## src/hdl/rkx_pkg.sv

```systemverilog
// ----------------------------------------------------------------------------
// rkx_pkg
// Shared types and constants of the rotating-key XOR cipher.
// ----------------------------------------------------------------------------
package rkx_pkg;

    localparam logic KIND_KEY  = 1'b0;
    localparam logic KIND_DATA = 1'b1;

    localparam logic REG_KEY_LENGTH = 1'b0;

    localparam int QUEUE_DEPTH = 4;

    typedef struct packed {
        logic       kind;
        logic       wr_en;
        logic [5:0] addr_a;
        logic [5:0] addr_b;
        logic [2:0] off;
        logic [7:0] data;
        logic       last;
    } t_op;

endpackage

```

## src/hdl/rkx_front.sv

```systemverilog
// ----------------------------------------------------------------------------
// rkx_front
// Accepts items, tracks block position and rotation, emits key-store ops.
// ----------------------------------------------------------------------------
module rkx_front #(
    parameter int KEY_BYTES = 64
) (
    input  logic          i_clk,
    input  logic          i_rst_n,
    input  logic          i_valid,
    output logic          o_ready,
    input  logic          i_kind,
    input  logic [5:0]    i_key_index,
    input  logic [7:0]    i_data_byte,
    input  logic [6:0]    i_key_length,
    input  logic          i_len_wr,
    input  logic          i_q_full,
    output logic          o_push,
    output rkx_pkg::t_op  o_op
);

    localparam logic [6:0] CAP = 7'((KEY_BYTES < 64) ? KEY_BYTES : 64);

    logic [5:0] r_pos, n_pos;
    logic [8:0] r_rot, n_rot;
    logic [8:0] r_rmod, n_rmod;
    logic [2:0] r_red_cnt, n_red_cnt;
    logic [5:0] r_red_rem, n_red_rem;

    logic [6:0] len;
    logic [6:0] lm1;
    logic [9:0] nbits;
    logic       last;
    logic [5:0] pos;
    logic [9:0] sum;
    logic [9:0] start;
    logic [5:0] q;
    logic [5:0] q2;
    logic [9:0] rot_inc;
    logic [6:0] red_sh;
    logic       accept;

    always_comb begin
        if (i_key_length == 7'd0) begin
            len = 7'd1;
        end else if (i_key_length > CAP) begin
            len = CAP;
        end else begin
            len = i_key_length;
        end
    end

    assign lm1     = len - 7'd1;
    assign nbits   = {len, 3'b000};
    assign last    = ({1'b0, r_pos} >= lm1);
    assign pos     = last ? lm1[5:0] : r_pos;
    assign sum     = {1'b0, pos, 3'b000} + {1'b0, r_rmod};
    assign start   = (sum >= nbits) ? (sum - nbits) : sum;
    assign q       = start[8:3];
    assign q2      = ({1'b0, q} + 7'd1 == len) ? 6'd0 : (q + 6'd1);
    assign rot_inc = {1'b0, r_rmod} + 10'd1;

    assign o_ready = (r_red_cnt == 3'd0) && !i_q_full;
    assign accept  = i_valid && o_ready;
    assign o_push  = accept;

    always_comb begin
        o_op.kind   = i_kind;
        o_op.wr_en  = ({3'b000, i_key_index} < 9'(KEY_BYTES));
        o_op.addr_a = (i_kind == rkx_pkg::KIND_DATA) ? q : i_key_index;
        o_op.addr_b = q2;
        o_op.off    = start[2:0];
        o_op.data   = i_data_byte;
        o_op.last   = last;
    end

    assign red_sh = {r_red_rem, r_rot[4'd2 + {1'b0, r_red_cnt}]};

    always_comb begin
        n_pos     = r_pos;
        n_rot     = r_rot;
        n_rmod    = r_rmod;
        n_red_cnt = r_red_cnt;
        n_red_rem = r_red_rem;
        if (i_len_wr) begin
            n_red_cnt = 3'd6;
            n_red_rem = 6'd0;
        end else if (r_red_cnt != 3'd0) begin
            n_red_rem = (red_sh >= len) ? 6'(red_sh - len) : red_sh[5:0];
            n_red_cnt = r_red_cnt - 3'd1;
            if (r_red_cnt == 3'd1) begin
                n_rmod = {n_red_rem, r_rot[2:0]};
            end
        end else if (accept) begin
            if (i_kind == rkx_pkg::KIND_KEY) begin
                n_pos  = 6'd0;
                n_rot  = 9'd0;
                n_rmod = 9'd0;
            end else if (last) begin
                n_pos  = 6'd0;
                n_rot  = (rot_inc >= nbits) ? 9'd0 : rot_inc[8:0];
                n_rmod = n_rot;
            end else begin
                n_pos = pos + 6'd1;
            end
        end
    end

    always_ff @(posedge i_clk) begin
        if (!i_rst_n) begin
            r_pos     <= 6'd0;
            r_rot     <= 9'd0;
            r_rmod    <= 9'd0;
            r_red_cnt <= 3'd0;
            r_red_rem <= 6'd0;
        end else begin
            r_pos     <= n_pos;
            r_rot     <= n_rot;
            r_rmod    <= n_rmod;
            r_red_cnt <= n_red_cnt;
            r_red_rem <= n_red_rem;
        end
    end

endmodule

```

## src/hdl/rkx_queue.sv

```systemverilog
// ----------------------------------------------------------------------------
// rkx_queue
// Short FIFO of ops between the front and back parts.
// ----------------------------------------------------------------------------
module rkx_queue (
    input  logic          i_clk,
    input  logic          i_rst_n,
    input  logic          i_push,
    input  rkx_pkg::t_op  i_wdata,
    output logic          o_full,
    input  logic          i_pop,
    output rkx_pkg::t_op  o_rdata,
    output logic          o_empty
);

    localparam int AW = $clog2(rkx_pkg::QUEUE_DEPTH);
    localparam int CW = $clog2(rkx_pkg::QUEUE_DEPTH + 1);

    rkx_pkg::t_op r_mem [rkx_pkg::QUEUE_DEPTH];
    logic [AW-1:0] r_wptr, n_wptr;
    logic [AW-1:0] r_rptr, n_rptr;
    logic [CW-1:0] r_count, n_count;
    logic          do_push;
    logic          do_pop;

    assign o_full  = (r_count == CW'(rkx_pkg::QUEUE_DEPTH));
    assign o_empty = (r_count == '0);
    assign o_rdata = r_mem[r_rptr];
    assign do_push = i_push && !o_full;
    assign do_pop  = i_pop && !o_empty;

    always_comb begin
        n_wptr  = do_push ? AW'(r_wptr + 1'b1) : r_wptr;
        n_rptr  = do_pop ? AW'(r_rptr + 1'b1) : r_rptr;
        n_count = r_count;
        unique case ({do_push, do_pop})
            2'b10:   n_count = r_count + 1'b1;
            2'b01:   n_count = r_count - 1'b1;
            default: n_count = r_count;
        endcase
    end

    always_ff @(posedge i_clk) begin
        if (do_push) begin
            r_mem[r_wptr] <= i_wdata;
        end
    end

    always_ff @(posedge i_clk) begin
        if (!i_rst_n) begin
            r_wptr  <= '0;
            r_rptr  <= '0;
            r_count <= '0;
        end else begin
            r_wptr  <= n_wptr;
            r_rptr  <= n_rptr;
            r_count <= n_count;
        end
    end

endmodule

```

## src/hdl/rkx_back.sv

```systemverilog
// ----------------------------------------------------------------------------
// rkx_back
// Key store, key byte extraction and output register.
// ----------------------------------------------------------------------------
module rkx_back #(
    parameter int KEY_BYTES = 64
) (
    input  logic          i_clk,
    input  logic          i_rst_n,
    input  logic          i_q_empty,
    input  rkx_pkg::t_op  i_op,
    output logic          o_pop,
    output logic          o_valid,
    input  logic          i_ready,
    output logic [7:0]    o_cipher_byte,
    output logic          o_block_end
);

    localparam int AW = (KEY_BYTES > 1) ? $clog2(KEY_BYTES) : 1;

    logic [7:0] r_key [KEY_BYTES];

    logic [7:0] r_rd_a;
    logic [7:0] r_rd_b;
    logic [2:0] r_s1_off;
    logic [7:0] r_s1_data;
    logic       r_s1_last;
    logic       r_s1_valid, n_s1_valid;
    logic       r_o_valid, n_o_valid;
    logic [7:0] r_o_cipher;
    logic       r_o_end;

    logic        out_free;
    logic        s1_move;
    logic [15:0] pair;
    logic [7:0]  kb;
    logic        pop_data;

    assign out_free = !r_o_valid || i_ready;
    assign s1_move  = r_s1_valid && out_free;
    assign o_pop    = !i_q_empty && (!r_s1_valid || out_free);
    assign pop_data = o_pop && (i_op.kind == rkx_pkg::KIND_DATA);

    assign pair = {r_rd_a, r_rd_b} << r_s1_off;
    assign kb   = pair[15:8];

    always_ff @(posedge i_clk) begin
        if (o_pop && (i_op.kind == rkx_pkg::KIND_KEY) && i_op.wr_en) begin
            r_key[AW'(i_op.addr_a)] <= i_op.data;
        end
        if (pop_data) begin
            r_rd_a    <= r_key[AW'(i_op.addr_a)];
            r_rd_b    <= r_key[AW'(i_op.addr_b)];
            r_s1_off  <= i_op.off;
            r_s1_data <= i_op.data;
            r_s1_last <= i_op.last;
        end
        if (s1_move) begin
            r_o_cipher <= r_s1_data ^ kb;
            r_o_end    <= r_s1_last;
        end
    end

    always_comb begin
        n_s1_valid = r_s1_valid;
        n_o_valid  = r_o_valid;
        if (o_pop) begin
            n_s1_valid = pop_data;
        end else if (s1_move) begin
            n_s1_valid = 1'b0;
        end
        if (s1_move) begin
            n_o_valid = 1'b1;
        end else if (i_ready) begin
            n_o_valid = 1'b0;
        end
    end

    always_ff @(posedge i_clk) begin
        if (!i_rst_n) begin
            r_s1_valid <= 1'b0;
            r_o_valid  <= 1'b0;
        end else begin
            r_s1_valid <= n_s1_valid;
            r_o_valid  <= n_o_valid;
        end
    end

    assign o_valid       = r_o_valid;
    assign o_cipher_byte = r_o_cipher;
    assign o_block_end   = r_o_end;

endmodule

```

## src/hdl/rotating_key_xor_cipher.sv

```systemverilog
// ----------------------------------------------------------------------------
// rotating_key_xor_cipher
// Byte stream XOR cipher with a key rotated by one bit per block.
// ----------------------------------------------------------------------------
// Input channel (i_valid/o_ready): kind 0 writes key byte i_key_index and
// restarts the block position; kind 1 enciphers i_data_byte. Output channel
// (o_valid/i_ready) carries one cipher byte and a block-end flag per kind-1
// item; kind-0 items give nothing. key_length is set over the APB port at
// byte address 0 and may change only while the block is idle.
// Throughput: one item per cycle while o_ready is high. A result passes through
// the queue, the registered key-store read and the output register.
// After a key_length write the block reduces the rotation count to the new
// key bit count, one quotient bit a cycle, and o_ready stays low meanwhile.
// Reset: key_length is 1, position and rotation are 0, queue and output are
// empty; key bytes hold no value until written.
// When the receiver stalls, the output register holds, the key-store stage and
// the four-entry queue fill, and then o_ready drops.
// ----------------------------------------------------------------------------
module rotating_key_xor_cipher #(
    parameter int KEY_BYTES = 64
) (
    input  logic        i_clk,
    input  logic        i_rst_n,
    input  logic        i_valid,
    output logic        o_ready,
    input  logic        i_kind,
    input  logic [5:0]  i_key_index,
    input  logic [7:0]  i_data_byte,
    output logic        o_valid,
    input  logic        i_ready,
    output logic [7:0]  o_cipher_byte,
    output logic        o_block_end,
    input  logic        psel,
    input  logic        penable,
    input  logic        pwrite,
    input  logic [2:0]  paddr,
    input  logic [31:0] pwdata,
    output logic [31:0] prdata,
    output logic        pready
);

    logic [6:0]   r_key_length;
    logic         len_wr;
    logic         q_full;
    logic         q_empty;
    logic         push;
    logic         pop;
    rkx_pkg::t_op op_in;
    rkx_pkg::t_op op_out;

    assign pready = 1'b1;
    assign len_wr = psel && penable && pwrite && (paddr[2] == rkx_pkg::REG_KEY_LENGTH);
    assign prdata = (paddr[2] == rkx_pkg::REG_KEY_LENGTH) ? {25'd0, r_key_length} : 32'd0;

    always_ff @(posedge i_clk) begin
        if (!i_rst_n) begin
            r_key_length <= 7'd1;
        end else if (len_wr) begin
            r_key_length <= pwdata[6:0];
        end
    end

    rkx_front #(
        .KEY_BYTES (KEY_BYTES)
    ) u_front (
        .i_clk        (i_clk),
        .i_rst_n      (i_rst_n),
        .i_valid      (i_valid),
        .o_ready      (o_ready),
        .i_kind       (i_kind),
        .i_key_index  (i_key_index),
        .i_data_byte  (i_data_byte),
        .i_key_length (r_key_length),
        .i_len_wr     (len_wr),
        .i_q_full     (q_full),
        .o_push       (push),
        .o_op         (op_in)
    );

    rkx_queue u_queue (
        .i_clk   (i_clk),
        .i_rst_n (i_rst_n),
        .i_push  (push),
        .i_wdata (op_in),
        .o_full  (q_full),
        .i_pop   (pop),
        .o_rdata (op_out),
        .o_empty (q_empty)
    );

    rkx_back #(
        .KEY_BYTES (KEY_BYTES)
    ) u_back (
        .i_clk         (i_clk),
        .i_rst_n       (i_rst_n),
        .i_q_empty     (q_empty),
        .i_op          (op_out),
        .o_pop         (pop),
        .o_valid       (o_valid),
        .i_ready       (i_ready),
        .o_cipher_byte (o_cipher_byte),
        .o_block_end   (o_block_end)
    );

endmodule

```

## config.mk

```make
export PLATFORM = sky130hd
export DESIGN_NAME = rotating_key_xor_cipher
export DESIGN_NICKNAME = d
export VERILOG_FILES = /design/src/hdl/rkx_pkg.sv /design/src/hdl/rkx_front.sv /design/src/hdl/rkx_queue.sv /design/src/hdl/rkx_back.sv /design/src/hdl/rotating_key_xor_cipher.sv
export SDC_FILE = /design/constraint.sdc
export NUM_CORES = 1
export LEC_CHECK = 0
export BUFFER_PORTS_ARGS = -buffer_cell sky130_fd_sc_hd__buf_2
export CORE_ASPECT_RATIO = 1.5
export CORE_MARGIN = 1.5
export CORE_UTILIZATION = 50
export DETAILED_ROUTE_END_ITERATION = 6
export GPL_TIMING_DRIVEN = 0
export PLACE_DENSITY_LB_ADDON = 0.15
export SYNTH_ARGS = -nofsm -noshare
export SYNTH_HDL_FRONTEND = slang
export SYNTH_SLANG_ARGS = --single-unit
export TNS_END_PERCENT = 1
```

## constraint.sdc

```tcl
create_clock -name i_clk -period 18.8 [get_ports i_clk]
set_input_delay 5.64 -clock i_clk [delete_from_list [all_inputs] [get_ports i_clk]]
set_output_delay 5.64 -clock i_clk [all_outputs]
set_load 0.1 [all_outputs]
```

==> results.ini <==
[worst_setup_path]
crit_buf_inv=2
path_max_fanout=9
crit_top_cell=buf_2
regToRegSetupSlack_ns=9.12
worstPathRequired_ns=13.16
path_delay_family=buffers and inverters
crit_type=input port to output port
cp-start-kind=input port
cpPeakStageDelay_ns=0.43
critPathArrivalTime_ns=6.36
ff2ff_path_depth=33
cp_cell_sequence=buf_2, nor2b_1, buf_2
rr_startpoint=r_key_length[4]$_SDFFE_PN0P_
worst_path_max_delay_cell=buf_2
cp-end-kind=output port
r2r_end=u_queue.r_mem[1][15]$_DFFE_PP_

[cts]
clk_pin_slew_ns=0.06
cts_root_buf=clkbuf_16
cts_resized=0
htree_levels=3
cts_made_buffers=70
cts_tree=done
holdBufCountCts=0
clk_latency_ns=0.65
clk_path_buf_depth=3
postCtsSetupBuffers=0
cts.sinks=699

[global_routing]
grtUsageMet1_pct=41.9
grtUsageTotal_pct=37.0
grt_overflow=0
grt_pass1_vias=21900
grtUsageMet2_pct=59.1
grt_pass1_wl_um=167000
antenna_found_initial=7
grt_use_met3_pct=9.07
grt_max_degree=66
grt-busiest-layer=met2

[power_and_ir_drop]
peakVddDrop_v=0.000149
p_int_mw=4.22
seq_power_share_pct=28.7
power.switching_mw=3.47
pwr-share-clk_pct=19.2
p_leak_nw=11.8
power_density_nw_per_um2=210
combPwrFrac_pct=52.1
p_sw_share_pct=45.1

[yosys]
synth-edff-count=648
synth_ff_type=edfxtp_1
yosys.area.top_type=edfxtp_1
avgSynthCellArea_um2=15.0
synth.top_cell.area_share_pct=59.8
synth_area_um2=32600
seq_area_frac_synth_pct=62.9
synth.distinct_cells=80
ys_top_cells_by_area=edfxtp_1 (60%), mux4_2 (11%), a22oi_1 (3.3%), dfxtp_1 (3.1%), ha_1 (1.9%)
ys_warn_count=0
async_reset_ff_share_pct=0
synth-seq-cells=699
syn_inst=2168

[run]
cap_violations=18

[placed_design]
place.gp.congestion=1.04
post-place-ws_ns=6.82
portBuffers=47
dp_hpwl_um=81700

[floorplanning]
rows=114
fp.dieW_um=211
core_um2=64500
ios=101
die-area_um2=66700
start_util_pct=50.5
die_h_um=316

[run_status]
outcome=finished, violations left
violations=max-capacitance violations, max-slew violations

[timing]
setup_slack_ns=6.80
drv_slew=127
timing.final.crit_period_ns=12.00
timing.final.crit_share_pct=63.8
grt_setup_unrepaired=no
hold_viol_final=0
finalSetupTns_ns=0
skew_ns=0.0306
clock.fmax_mhz=83.4
relSlewSlack_pct=-11.8
tightest_slew_ns=1.67
setup_viol=0

[min_path]
min_path_type=flip-flop to flip-flop
holdPathStages=0
hold_start=u_back.r_s1_last$_DFFE_PP_
holdPathEnd=u_back.o_block_end$_DFFE_PP_

[layout]
fill_cells=5212
fin_util_pct=56.6
mostFrequentLayoutCells=edfxtp_1 (648), mux4_2 (153), a22oi_1 (143)
layout_commonest_cell=edfxtp_1
layout-drive-gt1-share_pct=17.6
area_delta_synth_final_pct=12.1
nNetsFinal=2425

[routing]
firstDrtPassIters=6
vias=22400
routed_wl_um=122000
drc_errors=0
drt_iter0_markers=3053
routed_via_density=6.90
wire_per_inst_um=37.6
ant_nets=0

[power by group through the flow]
stage / clock network, mW / logic, mW / registers (mW)
floorplan: 0 / 2.20 / 2.24
global placement: 0 / 3.71 / 2.23
detailed placement: 0 / 3.78 / 2.24
CTS: 1.48 / 3.79 / 2.21
global route: 1.53 / 4.06 / 2.22
finish: 1.47 / 4.00 / 2.21
[layout make-up]
class	count	area [um^2]	area share, %
Timing Repair Buffer	51	338	0.925
Multi-Input combinational cell	1292	11300	30.9
Clock buffer	87	1920	5.26
Buffer	164	796	2.18
Inverter	37	139	0.380
Clock inverter	39	472	1.29
Sequential cell	699	20500	56.1
Tap cell	870	1090	2.98
Antenna cell	3	7.51	0.0206
[layer usage]
layer | share of wire [%] | vias up
met5 | 0.073 | -
met1 | 32 | 11100
met2 | 47 | 1744
met3 | 11 | 529
li1 | - | 9035
met4 | 9.9 | 14
[through the flow]
step	area, um^2	power (mW)	hold slack (ns)	cells
floorplan	32600	4.45	0.400	2192
global placement	34000	5.95	0.405	3109
detailed placement	34100	6.02	0.416	3112
CTS	36500	7.47	0.430	3238
global route	36500	7.81	0.438	3239
finish	36500	7.68	0.426	3242
[logic make-up (layout without fill, tap and decap cells)]
| kind of cell | after synthesis | count (layout) | synth area share [%] |
|---|---|---|---|
| XOR/XNOR | 44 | 44 | 1.27 |
| multiplexers | 241 | 241 | 13.5 |
| buffers and inverters | 201 | 378 | 2.87 |
| AO/OA/AOI/OAI | 511 | 511 | 11.2 |
| AND/OR/NAND/NOR | 417 | 417 | 6.13 |
| adder cells (fa/ha/maj) | 53 | 53 | 2.13 |
| flip-flops | 699 | 699 | 62.9 |
| other | 2 | 29 | 0.0231 |
[synth_stat cells (26+ instances only)]
cell and n:
dfxtp_1 51, buf_2 32, nand2_1 114, inv_1 36, xnor2_1 28, mux4_2 156, a221oi_1 35, a31oi_1 43
clkbuf_1 80, mux2_2 26, buf_4 29, ha_1 49, a22oi_1 143, edfxtp_1 648, mux2i_1 59, nor2b_1 42
nor2_1 139, a21oi_1 84, a211oi_1 45, o21ai_0 38
[how the worst max path moves through the flow]
stage	to	slack, ns	cells after the start	from
floorplan	prdata[0]	6.18	1	paddr[2]
global placement	prdata[1]	6.84	3	paddr[2]
detailed placement	prdata[4]	6.82	3	paddr[2]
CTS	prdata[5]	6.81	3	paddr[2]
global route	prdata[4]	6.78	3	paddr[2]
finish	prdata[5]	6.80	3	paddr[2]
[flip-flops by register name, summed over array words and instances, names as in the netlist, named ones only]
register	flops
r_key_length	7
u_back.o_block_end	1
u_back.o_cipher_byte	8
u_back.o_valid	1
u_back.r_key	512
u_back.r_rd_a	8
u_back.r_rd_b	7
u_back.r_s1_data	8
u_back.r_s1_last	1
u_back.r_s1_off	3
u_back.r_s1_valid	1
u_front.r_pos	6
u_front.r_red_cnt	3
u_front.r_red_rem	6
u_front.r_rmod	9
u_front.r_rot	9
u_queue.r_count	3
u_queue.r_mem	100
u_queue.r_rptr	2
u_queue.r_wptr	2
Power figures use the tool's default switching activity.
